**config.mk**
```make
export PLATFORM = sky130hd
export DESIGN_NAME = overcurrent_trip_supervisor_core
export DESIGN_NICKNAME = d
export VERILOG_FILES = /design/src/ots_pkg.sv /design/src/overcurrent_trip_supervisor_core.sv /design/src/ots_step.sv
export SDC_FILE = /design/constraint.sdc
export NUM_CORES = 1
export LEC_CHECK = 0
export ABC_AREA = 1
export BUFFER_PORTS_ARGS = -buffer_cell sky130_fd_sc_hd__buf_2
export CORE_AREA = 10 10 171 173
export DETAILED_ROUTE_END_ITERATION = 8
export DIE_AREA = 0 0 181 183
export GPL_TIMING_DRIVEN = 0
export PLACE_DENSITY = 0.75
export SYNTH_ARGS = -nofsm -noshare
export SYNTH_HDL_FRONTEND = slang
export SYNTH_SLANG_ARGS = --single-unit
```
**constraint.sdc**
```tcl
create_clock -name i_clk -period 4.5 [get_ports i_clk]
set_input_delay 0.45 -clock i_clk [delete_from_list [all_inputs] [get_ports i_clk]]
set_output_delay 0.45 -clock i_clk [all_outputs]
set_load 0.03 [all_outputs]
```
**src/ots_pkg.sv**
```systemverilog
// Shared types and constants for the overcurrent trip supervisor.
`default_nettype none

package ots_pkg;

    localparam int CUR_W     = 19;
    localparam int MA_W      = 18;
    localparam int CH_IN_W   = 8;
    localparam int TCH_W     = 3;
    localparam int TIME_W    = 32;
    localparam int CNT_W     = 32;
    localparam int CFG_IDX_W = 2;
    localparam int CFG_DAT_W = 18;

    localparam int NUM_CHANNELS_DEF = 8;

    localparam logic [MA_W-1:0] MAX_VALID_MA = 18'd200000;
    localparam logic [MA_W-1:0] LEVEL_RESET  = 18'd262143;

    localparam logic [1:0] OP_SAMPLE = 2'd0;
    localparam logic [1:0] OP_CHAN_ON = 2'd1;
    localparam logic [1:0] OP_CLEAR  = 2'd2;

    localparam logic [CFG_IDX_W-1:0] CFG_ENABLE  = 2'd0;
    localparam logic [CFG_IDX_W-1:0] CFG_WARN    = 2'd1;
    localparam logic [CFG_IDX_W-1:0] CFG_CRIT    = 2'd2;
    localparam logic [CFG_IDX_W-1:0] CFG_RECOVER = 2'd3;

    typedef enum logic [1:0] {
        MODE_NORMAL   = 2'd0,
        MODE_WARNING  = 2'd1,
        MODE_CRITICAL = 2'd2,
        MODE_LOCKOUT  = 2'd3
    } t_mode;

    typedef struct packed {
        t_mode mode;
        logic  allow_switch;
    } t_ctrl;

    typedef struct packed {
        t_mode              mode;
        logic               accepted;
        logic               switch_permit;
        logic               turn_on_allowed;
        logic               trip_fired;
        logic               trip_all;
        logic [TCH_W-1:0]   trip_channel;
        logic [CNT_W-1:0]   trips_total;
        logic [TIME_W-1:0]  last_trip_ms;
        logic [MA_W-1:0]    latest_ma;
    } t_result;

endpackage

`default_nettype wire

```
**src/overcurrent_trip_supervisor_core.sv**
```systemverilog
// Overcurrent trip supervisor top level: registers, handshakes and configuration.
// Throughput: one item per cycle while the output is not stalled (i_out_ready low).
// Path: input register, one evaluation stage, result register.
// State is updated as each result is registered, so back-to-back items see it at once.
// Reset (synchronous, active low) restores levels, mode, counters and channel record.
`default_nettype none

module overcurrent_trip_supervisor_core #(
    parameter int NUM_CHANNELS = ots_pkg::NUM_CHANNELS_DEF
) (
    input  wire logic                              i_clk,
    input  wire logic                              i_rst_n,
    input  wire logic                              i_cfg_valid,
    output logic                                   o_cfg_ready,
    input  wire logic [ots_pkg::CFG_IDX_W-1:0]     i_cfg_index,
    input  wire logic [ots_pkg::CFG_DAT_W-1:0]     i_cfg_data,
    input  wire logic                              i_in_valid,
    output logic                                   o_in_ready,
    input  wire logic [1:0]                        i_op,
    input  wire logic signed [ots_pkg::CUR_W-1:0]  i_current_ma,
    input  wire logic [ots_pkg::CH_IN_W-1:0]       i_channel,
    input  wire logic [ots_pkg::TIME_W-1:0]        i_time_ms,
    output logic                                   o_out_valid,
    input  wire logic                              i_out_ready,
    output logic [1:0]                             o_mode,
    output logic                                   o_accepted,
    output logic                                   o_switch_permit,
    output logic                                   o_turn_on_allowed,
    output logic                                   o_trip_fired,
    output logic                                   o_trip_all,
    output logic [ots_pkg::TCH_W-1:0]              o_trip_channel,
    output logic [ots_pkg::CNT_W-1:0]              o_trips_total,
    output logic [ots_pkg::TIME_W-1:0]             o_last_trip_ms,
    output logic [ots_pkg::MA_W-1:0]               o_latest_ma
);

    localparam int CH_W = $clog2(NUM_CHANNELS + 1);

    logic                        r_enable;
    logic [ots_pkg::MA_W-1:0]    r_warn;
    logic [ots_pkg::MA_W-1:0]    r_crit;
    logic [ots_pkg::MA_W-1:0]    r_recover;

    ots_pkg::t_ctrl              r_ctrl;
    logic [CH_W-1:0]             r_chan;
    logic [ots_pkg::CNT_W-1:0]   r_count;
    logic [ots_pkg::TIME_W-1:0]  r_stamp;
    logic [ots_pkg::MA_W-1:0]    r_sample;

    logic                        r_in_valid;
    logic [1:0]                  r_op;
    logic [ots_pkg::CUR_W-1:0]   r_cur;
    logic [ots_pkg::CH_IN_W-1:0] r_ch;
    logic [ots_pkg::TIME_W-1:0]  r_time;

    logic                        r_out_valid;
    ots_pkg::t_result            r_res;

    ots_pkg::t_ctrl              n_ctrl;
    logic [CH_W-1:0]             n_chan;
    logic [ots_pkg::CNT_W-1:0]   n_count;
    logic [ots_pkg::TIME_W-1:0]  n_stamp;
    logic [ots_pkg::MA_W-1:0]    n_sample;
    ots_pkg::t_result            n_res;

    logic                        w_adv;
    logic                        w_fire;

    assign w_adv       = !r_out_valid || i_out_ready;
    assign w_fire      = r_in_valid && w_adv;
    assign o_in_ready  = !r_in_valid || w_adv;
    assign o_cfg_ready = 1'b1;

    always_ff @(posedge i_clk) begin
        if (!i_rst_n) begin
            r_enable  <= 1'b0;
            r_warn    <= ots_pkg::LEVEL_RESET;
            r_crit    <= ots_pkg::LEVEL_RESET;
            r_recover <= ots_pkg::LEVEL_RESET;
        end else if (i_cfg_valid) begin
            unique case (i_cfg_index)
                ots_pkg::CFG_ENABLE:  r_enable  <= i_cfg_data[0];
                ots_pkg::CFG_WARN:    r_warn    <= i_cfg_data;
                ots_pkg::CFG_CRIT:    r_crit    <= i_cfg_data;
                ots_pkg::CFG_RECOVER: r_recover <= i_cfg_data;
            endcase
        end
    end

    always_ff @(posedge i_clk) begin
        if (!i_rst_n) begin
            r_in_valid <= 1'b0;
        end else if (o_in_ready) begin
            r_in_valid <= i_in_valid;
        end
    end

    always_ff @(posedge i_clk) begin
        if (i_in_valid && o_in_ready) begin
            r_op   <= i_op;
            r_cur  <= i_current_ma;
            r_ch   <= i_channel;
            r_time <= i_time_ms;
        end
    end

    ots_step #(
        .NUM_CHANNELS (NUM_CHANNELS),
        .CH_W         (CH_W)
    ) u_step (
        .i_enable     (r_enable),
        .i_warn       (r_warn),
        .i_crit       (r_crit),
        .i_recover    (r_recover),
        .i_op         (r_op),
        .i_current_ma (r_cur),
        .i_channel    (r_ch),
        .i_time_ms    (r_time),
        .i_ctrl       (r_ctrl),
        .i_chan       (r_chan),
        .i_count      (r_count),
        .i_stamp      (r_stamp),
        .i_sample     (r_sample),
        .o_ctrl       (n_ctrl),
        .o_chan       (n_chan),
        .o_count      (n_count),
        .o_stamp      (n_stamp),
        .o_sample     (n_sample),
        .o_res        (n_res)
    );

    always_ff @(posedge i_clk) begin
        if (!i_rst_n) begin
            r_ctrl   <= '{mode: ots_pkg::MODE_NORMAL, allow_switch: 1'b1};
            r_chan   <= CH_W'(NUM_CHANNELS);
            r_count  <= '0;
            r_stamp  <= '0;
            r_sample <= '0;
        end else if (w_fire) begin
            r_ctrl   <= n_ctrl;
            r_chan   <= n_chan;
            r_count  <= n_count;
            r_stamp  <= n_stamp;
            r_sample <= n_sample;
        end
    end

    always_ff @(posedge i_clk) begin
        if (!i_rst_n) begin
            r_out_valid <= 1'b0;
        end else if (w_adv) begin
            r_out_valid <= r_in_valid;
        end
    end

    always_ff @(posedge i_clk) begin
        if (w_fire) begin
            r_res <= n_res;
        end
    end

    assign o_out_valid       = r_out_valid;
    assign o_mode            = r_res.mode;
    assign o_accepted        = r_res.accepted;
    assign o_switch_permit   = r_res.switch_permit;
    assign o_turn_on_allowed = r_res.turn_on_allowed;
    assign o_trip_fired      = r_res.trip_fired;
    assign o_trip_all        = r_res.trip_all;
    assign o_trip_channel    = r_res.trip_channel;
    assign o_trips_total     = r_res.trips_total;
    assign o_last_trip_ms    = r_res.last_trip_ms;
    assign o_latest_ma       = r_res.latest_ma;

endmodule

`default_nettype wire

```
**src/ots_step.sv**
```systemverilog
// Per-item evaluation: next protection state and the result for one transfer.
`default_nettype none

module ots_step #(
    parameter int NUM_CHANNELS = ots_pkg::NUM_CHANNELS_DEF,
    parameter int CH_W         = $clog2(NUM_CHANNELS + 1)
) (
    input  wire logic                          i_enable,
    input  wire logic [ots_pkg::MA_W-1:0]      i_warn,
    input  wire logic [ots_pkg::MA_W-1:0]      i_crit,
    input  wire logic [ots_pkg::MA_W-1:0]      i_recover,
    input  wire logic [1:0]                    i_op,
    input  wire logic [ots_pkg::CUR_W-1:0]     i_current_ma,
    input  wire logic [ots_pkg::CH_IN_W-1:0]   i_channel,
    input  wire logic [ots_pkg::TIME_W-1:0]    i_time_ms,
    input  wire ots_pkg::t_ctrl                i_ctrl,
    input  wire logic [CH_W-1:0]               i_chan,
    input  wire logic [ots_pkg::CNT_W-1:0]     i_count,
    input  wire logic [ots_pkg::TIME_W-1:0]    i_stamp,
    input  wire logic [ots_pkg::MA_W-1:0]      i_sample,
    output ots_pkg::t_ctrl                     o_ctrl,
    output logic [CH_W-1:0]                    o_chan,
    output logic [ots_pkg::CNT_W-1:0]          o_count,
    output logic [ots_pkg::TIME_W-1:0]         o_stamp,
    output logic [ots_pkg::MA_W-1:0]           o_sample,
    output ots_pkg::t_result                   o_res
);

    logic [ots_pkg::MA_W-1:0]  w_ma;
    logic                      w_valid_sample;
    logic                      w_accepted;
    logic                      w_fired;
    logic                      w_all;
    logic [ots_pkg::TCH_W-1:0] w_tch;

    assign w_ma           = i_current_ma[ots_pkg::MA_W-1:0];
    assign w_valid_sample = i_enable && !i_current_ma[ots_pkg::CUR_W-1]
                            && (w_ma <= ots_pkg::MAX_VALID_MA);

    always_comb begin
        o_ctrl     = i_ctrl;
        o_chan     = i_chan;
        o_count    = i_count;
        o_stamp    = i_stamp;
        o_sample   = i_sample;
        w_accepted = 1'b0;
        w_fired    = 1'b0;
        w_all      = 1'b0;
        w_tch      = '0;
        unique case (i_op)
            ots_pkg::OP_SAMPLE: begin
                if (w_valid_sample) begin
                    w_accepted = 1'b1;
                    o_sample   = w_ma;
                    unique case (i_ctrl.mode)
                        ots_pkg::MODE_NORMAL, ots_pkg::MODE_WARNING: begin
                            if (w_ma >= i_crit) begin
                                o_ctrl.mode = ots_pkg::MODE_CRITICAL;
                            end else if (w_ma >= i_warn) begin
                                o_ctrl.mode = ots_pkg::MODE_WARNING;
                            end else begin
                                o_ctrl.mode = ots_pkg::MODE_NORMAL;
                            end
                        end
                        ots_pkg::MODE_CRITICAL: begin
                            o_ctrl.mode         = ots_pkg::MODE_LOCKOUT;
                            o_ctrl.allow_switch = 1'b0;
                            o_count             = i_count + ots_pkg::CNT_W'(1);
                            o_stamp             = i_time_ms;
                            w_fired             = 1'b1;
                            if (i_chan < CH_W'(NUM_CHANNELS)) begin
                                w_tch = ots_pkg::TCH_W'(i_chan);
                            end else begin
                                w_all = 1'b1;
                            end
                        end
                        ots_pkg::MODE_LOCKOUT: begin
                            if (w_ma < i_recover) begin
                                o_ctrl.mode         = ots_pkg::MODE_NORMAL;
                                o_ctrl.allow_switch = 1'b1;
                            end
                        end
                    endcase
                end
            end
            ots_pkg::OP_CHAN_ON: begin
                if (i_channel < ots_pkg::CH_IN_W'(NUM_CHANNELS)) begin
                    o_chan = CH_W'(i_channel);
                end
            end
            ots_pkg::OP_CLEAR: begin
                if (i_ctrl.mode == ots_pkg::MODE_LOCKOUT) begin
                    o_ctrl.mode         = ots_pkg::MODE_NORMAL;
                    o_ctrl.allow_switch = 1'b1;
                    w_accepted          = 1'b1;
                end
            end
            default: begin
            end
        endcase
    end

    always_comb begin
        if (i_enable) begin
            o_res.mode            = o_ctrl.mode;
            o_res.switch_permit   = o_ctrl.allow_switch;
            o_res.turn_on_allowed = o_ctrl.allow_switch
                                    && (o_ctrl.mode == ots_pkg::MODE_NORMAL);
        end else begin
            o_res.mode            = ots_pkg::MODE_NORMAL;
            o_res.switch_permit   = 1'b1;
            o_res.turn_on_allowed = 1'b1;
        end
        o_res.accepted     = w_accepted;
        o_res.trip_fired   = w_fired;
        o_res.trip_all     = w_all;
        o_res.trip_channel = w_tch;
        o_res.trips_total  = o_count;
        o_res.last_trip_ms = o_stamp;
        o_res.latest_ma    = o_sample;
    end

endmodule

`default_nettype wire

```
# Yosys cells after proc, flatten, opt, wreduce, memory -nomap -nowiden
# Index checks and enable logic that the tools add are counted.
# W data, S select, Z words.
[word_totals] latch_bits=0 in_bits=86 output_inout_bits=95 romBits=0 ramBits=0 reg_bits=299 n_memories=0
[op_classes] multipliers=0 n_reduce_logical=23 muxes=21 n_shift=0 n_eq_ne=8 bitwise=0 n_lt_le_gt_ge=6 div_mod_pow=0 add_sub_neg=1
[ops] cell="$mux W32" n=6
[ops] cell="$ge A18 B18 Y1" n=2
[ops] cell="$mux W18" n=2
[ops] cell="$add A32 B1 Y32 const B" n=1
[ops] cell="$le A18 B18 Y1 const B" n=1
[ops] cell="$lt A18 B18 Y1" n=1
[ops] cell="$eq A2 B2 Y1 const B" n=5
[ops] cell="$reduce_and A2 Y1" n=5
[ops] cell="$mux W3" n=3
[ops] cell="$logic_not A2 Y1" n=4
[ops] cell="$lt A8 B4 Y1 const B" n=1
[ops] cell="$eq A2 B1 Y1 const B" n=3
[ops] cell="$pmux W2 S3" n=1
[ops] cell="$pmux W3 S2" n=1
[ops] cell="$reduce_and A3 Y1" n=2
[ops] cell="$logic_and A1 B1 Y1" n=5
[ops] cell="$mux W1" n=5
[ops] cell="$lt A4 B4 Y1 const B" n=1
[ops] cell="$pmux W1 S2" n=2
[ops] cell="$reduce_and A4 Y1" n=1
[ops] cell="$logic_not A1 Y1" n=3
[ops] cell="$logic_or A1 B1 Y1" n=2
[ops] cell="$mux W2" n=1
[ops] cell="$reduce_or A2 Y1" n=1

# Longest topological paths before layout
# Gate-level depths: netlist of run 1.
[depth] depth_word=8 ltp_mapped=17

# Hierarchy
# A second synthesis of run 1 with hierarchy kept.
[hier_totals] hier_cells=1809 area_unflattened_um2=14978.1
[modules_own_cells] module="overcurrent_trip_supervisor_core" instances=1 area_each_um2=10696.5 seq_area_each_um2=7517.2 cells_per_inst=1001
[modules_own_cells] module="ots_step" instances=1 area_each_um2=4281.6 seq_area_each_um2=0.0 cells_per_inst=808

# Worst setup path before layout of run 1
# No wires, ideal clock.
[synth_timing] path_type="input port to flip-flop" start="input port i_out_ready" end="register r_count[16] (netlist bit)" required_time_ns=4.391 n_path_buf=2 slack_ns=0.289 cell_stages=8 arrival_ns=4.102 cell_sequence="inv_1 > nand2_1 > nand2_1 > clkbuf_1 > inv_1 > clkbuf_1 > o21ai_0 > a21oi_1"
[synth_via] elab_chain_cells=2
[synth_lines] element="from (decl)" line="overcurrent_trip_supervisor_core.sv:24" rtl="input wire logic i_out_ready,"
[synth_lines] element="$logic_or A1 B1 Y1" line="overcurrent_trip_supervisor_core.sv:69" rtl="assign w_adv = !r_out_valid || i_out_ready;"
[synth_lines] element="$logic_and A1 B1 Y1" line="overcurrent_trip_supervisor_core.sv:70" rtl="assign w_fire = r_in_valid && w_adv;"
[synth_lines] element="net w_fire" line="overcurrent_trip_supervisor_core.sv:67" rtl="logic w_fire;"
[synth_lines] element="to (signal assigned)" line="overcurrent_trip_supervisor_core.sv:142" rtl="r_count <= n_count;"
[synth_lines] element="to (decl)" line="overcurrent_trip_supervisor_core.sv:46" rtl="logic [ots_pkg::CNT_W-1:0] r_count;"
# The timed path passes the listed nets, and every way through them passes these cells.
# A chain may end at the register's enable or synchronous reset.

# Final worst setup path of run 1
[layout_timing] start="register r_out_valid (netlist: o_out_valid)" end="register r_count[16] (netlist bit)"
[layout_via] elab_chain_cells=3
[layout_lines] element="from (decl)" line="overcurrent_trip_supervisor_core.sv:56" rtl="logic r_out_valid;"
[layout_lines] element="from (signal assigned)" line="overcurrent_trip_supervisor_core.sv:152" rtl="r_out_valid <= r_in_valid;"
[layout_lines] element="$logic_not A1 Y1" line="overcurrent_trip_supervisor_core.sv:69"
[layout_lines] element="$logic_or A1 B1 Y1" line="overcurrent_trip_supervisor_core.sv:69"
[layout_lines] element="$logic_and A1 B1 Y1" line="overcurrent_trip_supervisor_core.sv:70"
[layout_lines] element="net w_fire" line="overcurrent_trip_supervisor_core.sv:67"
# The timed path passes the listed nets, and every way through them passes these cells.

==> results of run 1 <==
[report_power, final]
group	internal (mW)	switching, mW	total (mW)	leakage, nW
registers	3.04	0.0764	3.11	2.68
clock network	1.41	1.01	2.42	0.460
logic	0.193	0.441	0.634	4.18
total	4.64	1.53	6.17	7.31
[worst reg2reg max path, cell delays in order, from the launching register on]
cell and delay [ps]:
dfxtp_1 350, nand2_1 80, nand2_1 300, clkbuf_1 560, inv_1 340, clkbuf_4 510
buf_16 370, o21ai_0 240, a21oi_1 70
[area by class of cell]
class / count / area share (%)
clock buffer: 51 / 5.82
inverter: 266 / 6.44
multi-input combinational: 837 / 28.5
clock inverter: 6 / 0.355
buffer: 55 / 1.51
tap: 335 / 2.70
sequential: 299 / 48.5
timing repair buffer: 180 / 6.05
antenna: 6 / 0.0969
[per-stage QoR]
step | cells | setup TNS (ps) | util, %
detailed placement | 1972 | 0 | 56.4
floorplan | 1457 | 0 | -
global route | 2033 | 0 | 60.1
CTS | 2029 | 0 | 60.1
finish | 2035 | 0 | 60.2
global placement | 1970 | -172080 | 56.2
[Yosys cell counts, types with 3 or more instances]
cell type / instances
a21oi_1: 118
buf_2: 7
clkbuf_1: 43
clkbuf_2: 3
dfxtp_1: 146
edfxtp_1: 153
ha_1: 54
inv_1: 263
inv_2: 3
nand2_1: 277
nand3_1: 32
nand4_1: 10
nor2_1: 76
nor2_2: 8
nor3_1: 19
nor4_1: 4
o211ai_1: 36
o21ai_0: 142
o21ai_1: 17
o21bai_1: 5
xor2_1: 19
[path summary, 6_finish.rpt]
path | end | slack [ps]
setup reg to reg | r_count[16] | 1560
hold reg to reg | r_chan[2] | 450
setup / recovery | r_count[16] | 1560
hold / removal | r_time[28] | 70
[flip-flops by register name (all words and copies together), names as in the netlist, 2 cells and up]
signal	cells
r_ch	8
r_warn	18
o_trip_channel	3
r_count	32
r_recover	18
r_stamp	32
r_chan	4
r_op	2
o_trips_total	32
r_cur	19
o_latest_ma	18
r_time	32
r_crit	18
r_sample	18
o_mode	2
r_ctrl	3
o_last_trip_ms	32
[cells by family after synthesis]
kind of cell	after synthesis	synth area share [%]
and+or+nand+nor	438	13.9
xor gates and xnor gates	20	1.33
adders and majority gates	54	5.13
AOI/OAI and AO/OA	324	13.2
DFF	299	57.1
other	1	0.0285
buffers and inverters	321	9.33
[per-layer routing]
layer | routed length (um) | global-route usage, % | part of all wire (%) | vias up
met1 | 14500 | 24.5 | 42 | 4953
met4 | 1380 | 8.49 | 4.0 | 2
met3 | 2140 | 3.62 | 6.3 | 80
met2 | 16200 | 33.2 | 47 | 364
li1 | - | - | - | 5205
met5 | 11 | 0 | 0.032 | -
==> impl_results.md, run 1 <==
- Critical path capture point type: flip-flop
- Global-route wire length before repair: 53600 um
- Worst-path fanout max: 61
- Pre-CTS setup slack: 1340 ps
- Final net count: 1810
- Antenna Violating Nets Remaining: 0
- Seq/Total Area, Yosys: 57.1%
- Commonest non-fill, non-tap cell in the layout: nand2_1
- Crit. path cell count: 8
- Slew HR: 18.6%
- Synth Warn #: 0
- Vias: 10604
- Largest net degree at the start of global routing: 62
- Buffers & Inverters on Critical Path: 4
- Fraction of registers with async set/reset: 0%
- CTS tree: done
- Status: complete, no violations
- Cell family with most CP delay: buffers and inverters
- Port-buffer cells: 178
- Slew Viols, Final: 0
- Multi-input logic area: 4420 um^2
- RSZ-0062 raised after global routing: false
- Main synth FF type: edfxtp_1
- Worst Path Required: 4930 ps
- Clk root buf: clkbuf_16
- Max clock buf depth: 3
- Hold Crit Class: primary input to flip-flop
- Setup bufs post-CTS: 0
- Total Wirelength: 34200 um
- Floorplan core area: 25800 um^2
- Crit start category: flip-flop
- Leak Pwr: 7.31 nW
- Syn nets: 1597
- Tcrit/Tclk final: 65.3%
- Routed wire per std cell: 16.8 um
- Worst path most repeated cell: nand2_1
- Setup crit start: o_out_valid
- Post-synth EDFFs: 153
- Final hold violation count: 0
- Worst slew pin tran: 1210 ps
- Drt pass-1 iters: 5
- Syn_area_per_cell: 9.04 um^2
- VDD IR max: 0.276 mV
- WHS: 69.5 ps
- WHS Path Cells: 1
- Initial Util: 51.1%
- Worst r2r src: o_out_valid
- Remaining global-route overflow: 0
- Via density: 5.21
- Die Y: 183 um
- R2R depth: 8
- Gate count after technology mapping: 1457
- Max-cap violation count: 0
- Final setup viols: 0
- Initial antenna violation count: 7
- Area Growth Syn to Fin: 17.7%
- Synthesized cell area: 13200 um^2
- Clock-pin slew on the worst setup and hold paths: 60 ps
- Finished Cell Area: 15500 um^2
- HPWL Detailed: 25200 um
- Yosys reg bits: 299
- FP Rows: 59
- Setup Crit Path Kind: flip-flop to flip-flop
- Vias in the first global route: 10412
- Highest clock rate: 340 MHz
- Pwr dens: 398 nW/um^2
- Total die area: 33100 um^2
- Hold-fix buffers, CTS: 0
- Clk_skew: 10.1 ps
- CP max-delay cell: clkbuf_1
- Synth cell types: 40
- HP Start: i_time_ms[28]
- FF/Latch Area: 7520 um^2
- Tot Pwr: 6.17 mW
- Fillers: 2178
- Min Tclk post-route: 2940 ps
- CTS H-tree depth: 1
- Commonest non-fill, non-tap cells in the layout: nand2_1, inv_1, buf_2, edfxtp_1, dfxtp_1
- Worst EP arrival: 3370 ps
- Synth top area share: 34.9%
- Routability cong.: 0.907
- Share of layout cells above drive strength 1: 14.9%
- Crit-path cells: nand2_1 -> nand2_1 -> clkbuf_1 -> inv_1 -> clkbuf_4 -> buf_16 -> o21ai_0 -> a21oi_1
- Initial DRC count: 880
- Die X: 181 um
- Ranking of synthesized cells by area: edfxtp_1, dfxtp_1, nand2_1
- Gates resized, CTS repair: 0
- # IOs: 181
- Final WS setup: 1560 ps
- Post-route DRC: 0
- Post-DP Area: 14500 um^2
- Worst-skew pair later-pin latency: 560 ps
- CP max stage delay: 560 ps
- Clock sinks: 299
- Dominant cell type by area after synthesis: edfxtp_1
- Total track usage: 19.8%
- Clock buffer count from CTS: 31
Note: power is estimated with default switching activity, not from simulation.
==> run 2, diff against run 1 <==
--- a/config.mk
+++ b/config.mk
@@ -7,11 +7,11 @@
 export LEC_CHECK = 0
 export ABC_AREA = 1
 export BUFFER_PORTS_ARGS = -buffer_cell sky130_fd_sc_hd__buf_2
-export CORE_AREA = 10 10 171 173
+export CORE_AREA = 10 10 162 164
 export DETAILED_ROUTE_END_ITERATION = 8
-export DIE_AREA = 0 0 181 183
+export DIE_AREA = 0 0 172 174
 export GPL_TIMING_DRIVEN = 0
-export PLACE_DENSITY = 0.75
+export PLACE_DENSITY = 0.8
 export SYNTH_ARGS = -nofsm -noshare
 export SYNTH_HDL_FRONTEND = slang
 export SYNTH_SLANG_ARGS = --single-unit
==> constraint.sdc (replaced) <==
create_clock -name i_clk -period 2.8 [get_ports i_clk]
set_input_delay 0.28 -clock i_clk [delete_from_list [all_inputs] [get_ports i_clk]]
set_output_delay 0.28 -clock i_clk [all_outputs]
set_load 0.03 [all_outputs]
==> run 2 against run 1 <==
Compared with the run above: non-clock buffer count is 79 higher; critical path type unchanged; first-iteration DRC count increased by 7.0%; sequential power increased by 61%; core utilization grew 10 points; largest power group unchanged.
==> impl_results.md, run 2 (synthesized netlist as in run 1, its figures left out) <==
- Initial Util: 56.9% (was 51.1%)
- Hold Path End: o_out_valid (was r_time[28])
- Ant. Diodes: 0 (was 6)
- Initial DRC count: 942 (was 880)
- Final hold violation count: 0 (unchanged)
- Via density: 5.47 (was 5.21)
- Vias in the first global route: 11135 (was 10412)
- Pre-CTS setup slack: -82.9 ps (was 1340 ps)
- Clock sinks: 299 (unchanged)
- Global-route wire length before repair: 58600 um (was 53600 um)
- Post-DP Area: 14500 um^2 (about the same)
- Largest net degree at the start of global routing: 60 (was 62)
- Slew HR: 21.2% (was 18.6%)
- Tot Pwr: 10.5 mW (was 6.17 mW)
- Hold Crit Class: primary input to flip-flop (unchanged)
- Antenna Violating Nets Remaining: 0 (unchanged)
- Worst EP arrival: 3080 ps (was 3370 ps)
- Max-cap violation count: 0 (unchanged)
- Highest clock rate: 383 MHz (was 340 MHz)
- RSZ-0062 raised after global routing: false (unchanged)
- Worst r2r src: o_out_valid (unchanged)
- Placed insts: 1927 (was 1972)
- WHS Path Cells: 4 (was 1)
- Slew Viols, Final: 0 (unchanged)
- Worst Path Required: 3270 ps (was 4930 ps)
- R2R depth: 9 (was 8)
- Floorplan core area: 23100 um^2 (was 25800 um^2)
- Clk_skew: 11.7 ps (was 10.1 ps)
- Finished Cell Area: 16300 um^2 (was 15500 um^2)
- Initial antenna violation count: 0 (was 7)
- Setup Crit Path Kind: flip-flop to flip-flop (unchanged)
- Routability cong.: 0.948 (was 0.907)
- Total track usage: 24.5% (was 19.8%)
- Die X: 172 um (was 181 um)
- Final net count: 1889 (was 1810)
- Worst-path fanout max: 59 (was 61)
- Worst slew pin tran: 1170 ps (was 1210 ps)
- Crit start category: flip-flop (unchanged)
- Final WS setup: 186 ps (was 1560 ps)
- Share of layout cells above drive strength 1: 14.7% (was 14.9%)
- Worst-skew pair later-pin latency: 570 ps (was 560 ps)
- CTS tree: done (unchanged)
- Port-buffer cells: 178 (unchanged)
- WHS: 25.8 ps (was 69.5 ps)
- Leak Pwr: 7.70 nW (was 7.31 nW)
- HP Start: i_out_ready (was i_time_ms[28])
- FP Rows: 56 (was 59)
- Remaining global-route overflow: 0 (unchanged)
- Clock buffer count from CTS: 31 (unchanged)
- VDD IR max: 0.633 mV (was 0.276 mV)
- Commonest non-fill, non-tap cell in the layout: nand2_1 (unchanged)
- Total Wirelength: 37400 um (was 34200 um)
- Clock-pin slew on the worst setup and hold paths: 70 ps (was 60 ps)
- CTS H-tree depth: 1 (unchanged)
- Final setup viols: 0 (unchanged)
- Vias: 11290 (was 10604)
- Routed wire per std cell: 18.1 um (was 16.8 um)
- Pwr dens: 641 nW/um^2 (was 398 nW/um^2)
- Post-route DRC: 0 (unchanged)
- Tcrit/Tclk final: 93.3% (was 65.3%)
- Area Growth Syn to Fin: 24.0% (was 17.7%)
- # IOs: 181 (unchanged)
- Worst reg2reg endpoint: r_ctrl[1] (was r_count[16])
- Min Tclk post-route: 2610 ps (was 2940 ps)
- Max clock buf depth: 3 (unchanged)
- Total die area: 29900 um^2 (was 33100 um^2)
- Clk root buf: clkbuf_16 (unchanged)
- Finished Layout Cells: 2064 (was 2035)
- Die Y: 174 um (was 183 um)
- Commonest non-fill, non-tap cells in the layout: nand2_1, inv_1, buf_2, edfxtp_1, dfxtp_1 (unchanged)
- Critical path capture point type: flip-flop (unchanged)
- HPWL Detailed: 24800 um (was 25200 um)
- Reg-to-reg slack, setup: 190 ps (was 1560 ps)
- Drt pass-1 iters: 6 (was 5)
- Status: complete, no violations (unchanged)
- Setup crit start: o_out_valid (unchanged)
==> run 2: timing repair <==
action,in CTS,in global routing
setup endpoints to repair,1,7
cloned,0,0
resized for setup,1,1
hold buffers,79,0
setup buffers,0,0
endpoints found under the hold margin,107,0
==> run 2: metrics by stage <==
stage / TNS, ps / util [%]
after floorplan: 0 / -
after global placement: -100060 / 62.4
after detailed placement: -92.1 / 62.6
after CTS: 0 / 70.6
after global routing: 0 / 70.6
final: 0 / 70.6
==> run 2: metal layers <==
metal,global-route usage (%),up-vias,routed length [um]
met5,0,-,0
met4,12.5,0,1990
met3,3.58,125,2910
met2,41.0,498,18100
met1,29.9,5299,14400
li1,-,5368,-
==> run 2: how the worst max path moves through the flow <==
| stage | endpoint | cells past startpoint |
|---|---|---|
| floorplan | r_count[16] | 7 |
| detailed placement | r_count[16] | 10 |
| CTS | r_count[16] | 8 |
| global route | r_ctrl[1] | 9 |
| global placement | r_count[16] | 9 |
| finish | r_ctrl[1] | 9 |
==> run 2: final cells by class <==
type / instances / area (um^2)
Clock buffer: 37 / 798
Timing Repair Buffer: 259 / 1730
Inverter: 266 / 998
Multi-Input combinational cell: 837 / 4420
Fill cell: 1708 / 6800
Sequential cell: 299 / 7520
Clock inverter: 21 / 265
Tap cell: 290 / 363
Buffer: 55 / 235
==> run 2: worst max-delay path, stage by stage, from the launching register on <==
cell and delay [ps]:
dfxtp_1 320, nand2_1 90, nand2_1 260, clkbuf_2 320, inv_1 290, buf_4 600, buf_16 340, nand3_1 140
nand2_1 80, inv_1 40
==> run 2: where the power goes <==
part           leakage [nW]  switching [mW]  total (mW)  internal (mW)
logic                  4.51           0.748        1.13          0.383
registers              2.68           0.129        5.01           4.88
clock network         0.516            1.74        4.33           2.59
==> run 3, diff against run 2 <==
--- a/config.mk
+++ b/config.mk
@@ -11,7 +11,7 @@
 export DETAILED_ROUTE_END_ITERATION = 8
 export DIE_AREA = 0 0 172 174
 export GPL_TIMING_DRIVEN = 0
-export PLACE_DENSITY = 0.8
+export PLACE_DENSITY_LB_ADDON = 0.2
 export SYNTH_ARGS = -nofsm -noshare
 export SYNTH_HDL_FRONTEND = slang
 export SYNTH_SLANG_ARGS = --single-unit
==> run 3 against run 2 <==
Compared with the run above: wire length decreased by 6.8%; power down 1.4%; final cell count down 0.19%; combinational power hardly changed; worst setup slack improved by 29 ps; core utilization is 0.15 points lower; sequential power is essentially flat; via count down 3.8%; register-to-register slack better by 30 ps; first-iteration DRC count down 14%.
==> impl_results.md, run 3 (synthesized netlist as in run 1, its figures left out) <==
- Final hold violation count: 0 (unchanged)
- Drt pass-1 iters: 6 (unchanged)
- CTS H-tree depth: 1 (unchanged)
- Status: complete, no violations (unchanged)
- Die Y: 174 um (unchanged)
- Leak Pwr: 7.70 nW (about the same)
- Tcrit/Tclk final: 92.3% (was 93.3%)
- VDD IR max: 0.531 mV (was 0.633 mV)
- Remaining global-route overflow: 0 (unchanged)
- Floorplan core area: 23100 um^2 (unchanged)
- Max-cap violation count: 0 (unchanged)
- Slew Viols, Final: 0 (unchanged)
- Via density: 5.27 (was 5.47)
- Finished Layout Cells: 2060 (was 2064)
- Pwr dens: 634 nW/um^2 (was 641 nW/um^2)
- Hold Crit Class: primary input to flip-flop (unchanged)
- Vias: 10858 (was 11290)
- Routed wire per std cell: 16.9 um (was 18.1 um)
- Slew HR: 15.6% (was 21.2%)
- Initial Util: 56.9% (unchanged)
- Total die area: 29900 um^2 (unchanged)
- Placed insts: 1927 (unchanged)
- Initial antenna violation count: 1 (was 0)
- Worst path most repeated cell: nand2_1 (unchanged)
- Initial DRC count: 813 (was 942)
- Share of layout cells above drive strength 1: 14.9% (was 14.7%)
- Commonest non-fill, non-tap cells in the layout: nand2_1, inv_1, buf_2, edfxtp_1, dfxtp_1 (unchanged)
- Largest net degree at the start of global routing: 69 (was 60)
- Worst slew pin tran: 1260 ps (was 1170 ps)
- CP max stage delay: 540 ps (was 600 ps)
- Final net count: 1885 (was 1889)
- Critical path capture point type: flip-flop (unchanged)
- HPWL Detailed: 24600 um (was 24800 um)
- CTS tree: done (unchanged)
- Highest clock rate: 387 MHz (was 383 MHz)
- Clk_skew: 20.0 ps (was 11.7 ps)
- R2R depth: 6 (was 9)
- Commonest non-fill, non-tap cell in the layout: nand2_1 (unchanged)
- WHS Path Cells: 3 (was 4)
- Clock buffer count from CTS: 30 (was 31)
- FP Rows: 56 (unchanged)
- Max clock buf depth: 3 (unchanged)
- Worst Path Required: 3010 ps (was 3270 ps)
- Port-buffer cells: 178 (unchanged)
- Worst-path fanout max: 68 (was 59)
- RSZ-0062 raised after global routing: false (unchanged)
- Post-route DRC: 0 (unchanged)
- CP max-delay cell: clkbuf_4 (was buf_4)
- Clock-pin slew on the worst setup and hold paths: 70 ps (about the same)
- Vias in the first global route: 10739 (was 11135)
- Clk root buf: clkbuf_16 (unchanged)
- Final setup viols: 0 (unchanged)
- Final WS setup: 215 ps (was 186 ps)
- Reg-to-reg slack, setup: 220 ps (was 190 ps)
- Pre-CTS setup slack: -52.5 ps (was -82.9 ps)
- Crit start category: flip-flop (unchanged)
- Die X: 172 um (unchanged)
- Total Wirelength: 34800 um (was 37400 um)
- Antenna Violating Nets Remaining: 0 (unchanged)
- Setup Crit Path Kind: flip-flop to flip-flop (unchanged)
- Worst-skew pair later-pin latency: 560 ps (was 570 ps)
- Clock sinks: 299 (unchanged)
- # IOs: 181 (unchanged)
- Area Growth Syn to Fin: 23.7% (was 24.0%)
- Min Tclk post-route: 2580 ps (was 2610 ps)
- Setup TNS: 0 ps (unchanged)
- Worst EP arrival: 2800 ps (was 3080 ps)
- Routability cong.: 0.933 (was 0.948)
- Total track usage: 22.7% (was 24.5%)
- Global-route wire length before repair: 55100 um (was 58600 um)
- Crit-path cells: nand2_1 -> nand2_1 -> clkbuf_2 -> inv_1 -> clkbuf_4 -> buf_16 (was nand2_1 -> nand2_1 -> clkbuf_2 -> inv_1 -> buf_4 -> buf_16 -> nand3_1 -> nand2_1 -> inv_1)
## run 3: layer usage
metal	global-route usage (%)	vias up	share of wire, %	wire (um)
met3	3.60	73	7.9	2740
met1	29.4	5008	41	14400
met4	8.23	0	3.0	1060
li1	-	5358	-	-
met5	0	-	0	0
met2	37.5	419	48	16700
## run 3: per-stage QoR
step	total power [mW]	area [um^2]	util (%)	hold slack (ps)
after detailed placement	6.09	14500	62.6	438
after global routing	10.7	16300	70.5	30.3
after global placement	6.06	14400	62.4	437
after floorplan	5.73	13200	-	379
after CTS	10.4	16300	70.4	3.32
final	10.3	16300	70.5	13.7
## run 3: critical path, delay by kind of cell, from the launching register on
kind | cells | cell delay [ps]
buffers and inverters | 4 | 1490
and+or+nand+nor | 2 | 360
DFF | 1 | 320
## run 3: cell type report
class / instances / area [um^2]
diodes: 1 / 2.50
fillers: 1755 / 6830
multi-input cells: 837 / 4420
clock inverters: 16 / 208
flip-flops and latches: 299 / 7520
repair buffers: 256 / 1700
inverters: 266 / 998
clock buffers: 40 / 848
plain buffers: 55 / 235
well taps: 290 / 363
## run 3: path summary, 6_finish.rpt
kind | end | start
worst min register to register | r_chan[3] | r_chan[3]
worst max register to register | o_latest_ma[17] | o_out_valid
worst max-delay path | o_latest_ma[17] | o_out_valid
worst min-delay path | r_in_valid | i_in_valid
## run 3: repair_timing
| item | 4_1_cts | 5_1_grt |
|---|---|---|
| setup endpoints to repair | 0 | 54 |
| buffers inserted | 0 | 0 |
| hold buffers | 76 | 0 |
| resized for setup | 0 | 2 |
| hold endpoints to repair | 104 | 0 |
## run 3: where the power goes
group | internal (mW) | switching [mW] | total [mW]
clock | 2.51 | 1.72 | 4.22
sequential | 4.88 | 0.123 | 5.00
combinational | 0.380 | 0.721 | 1.10
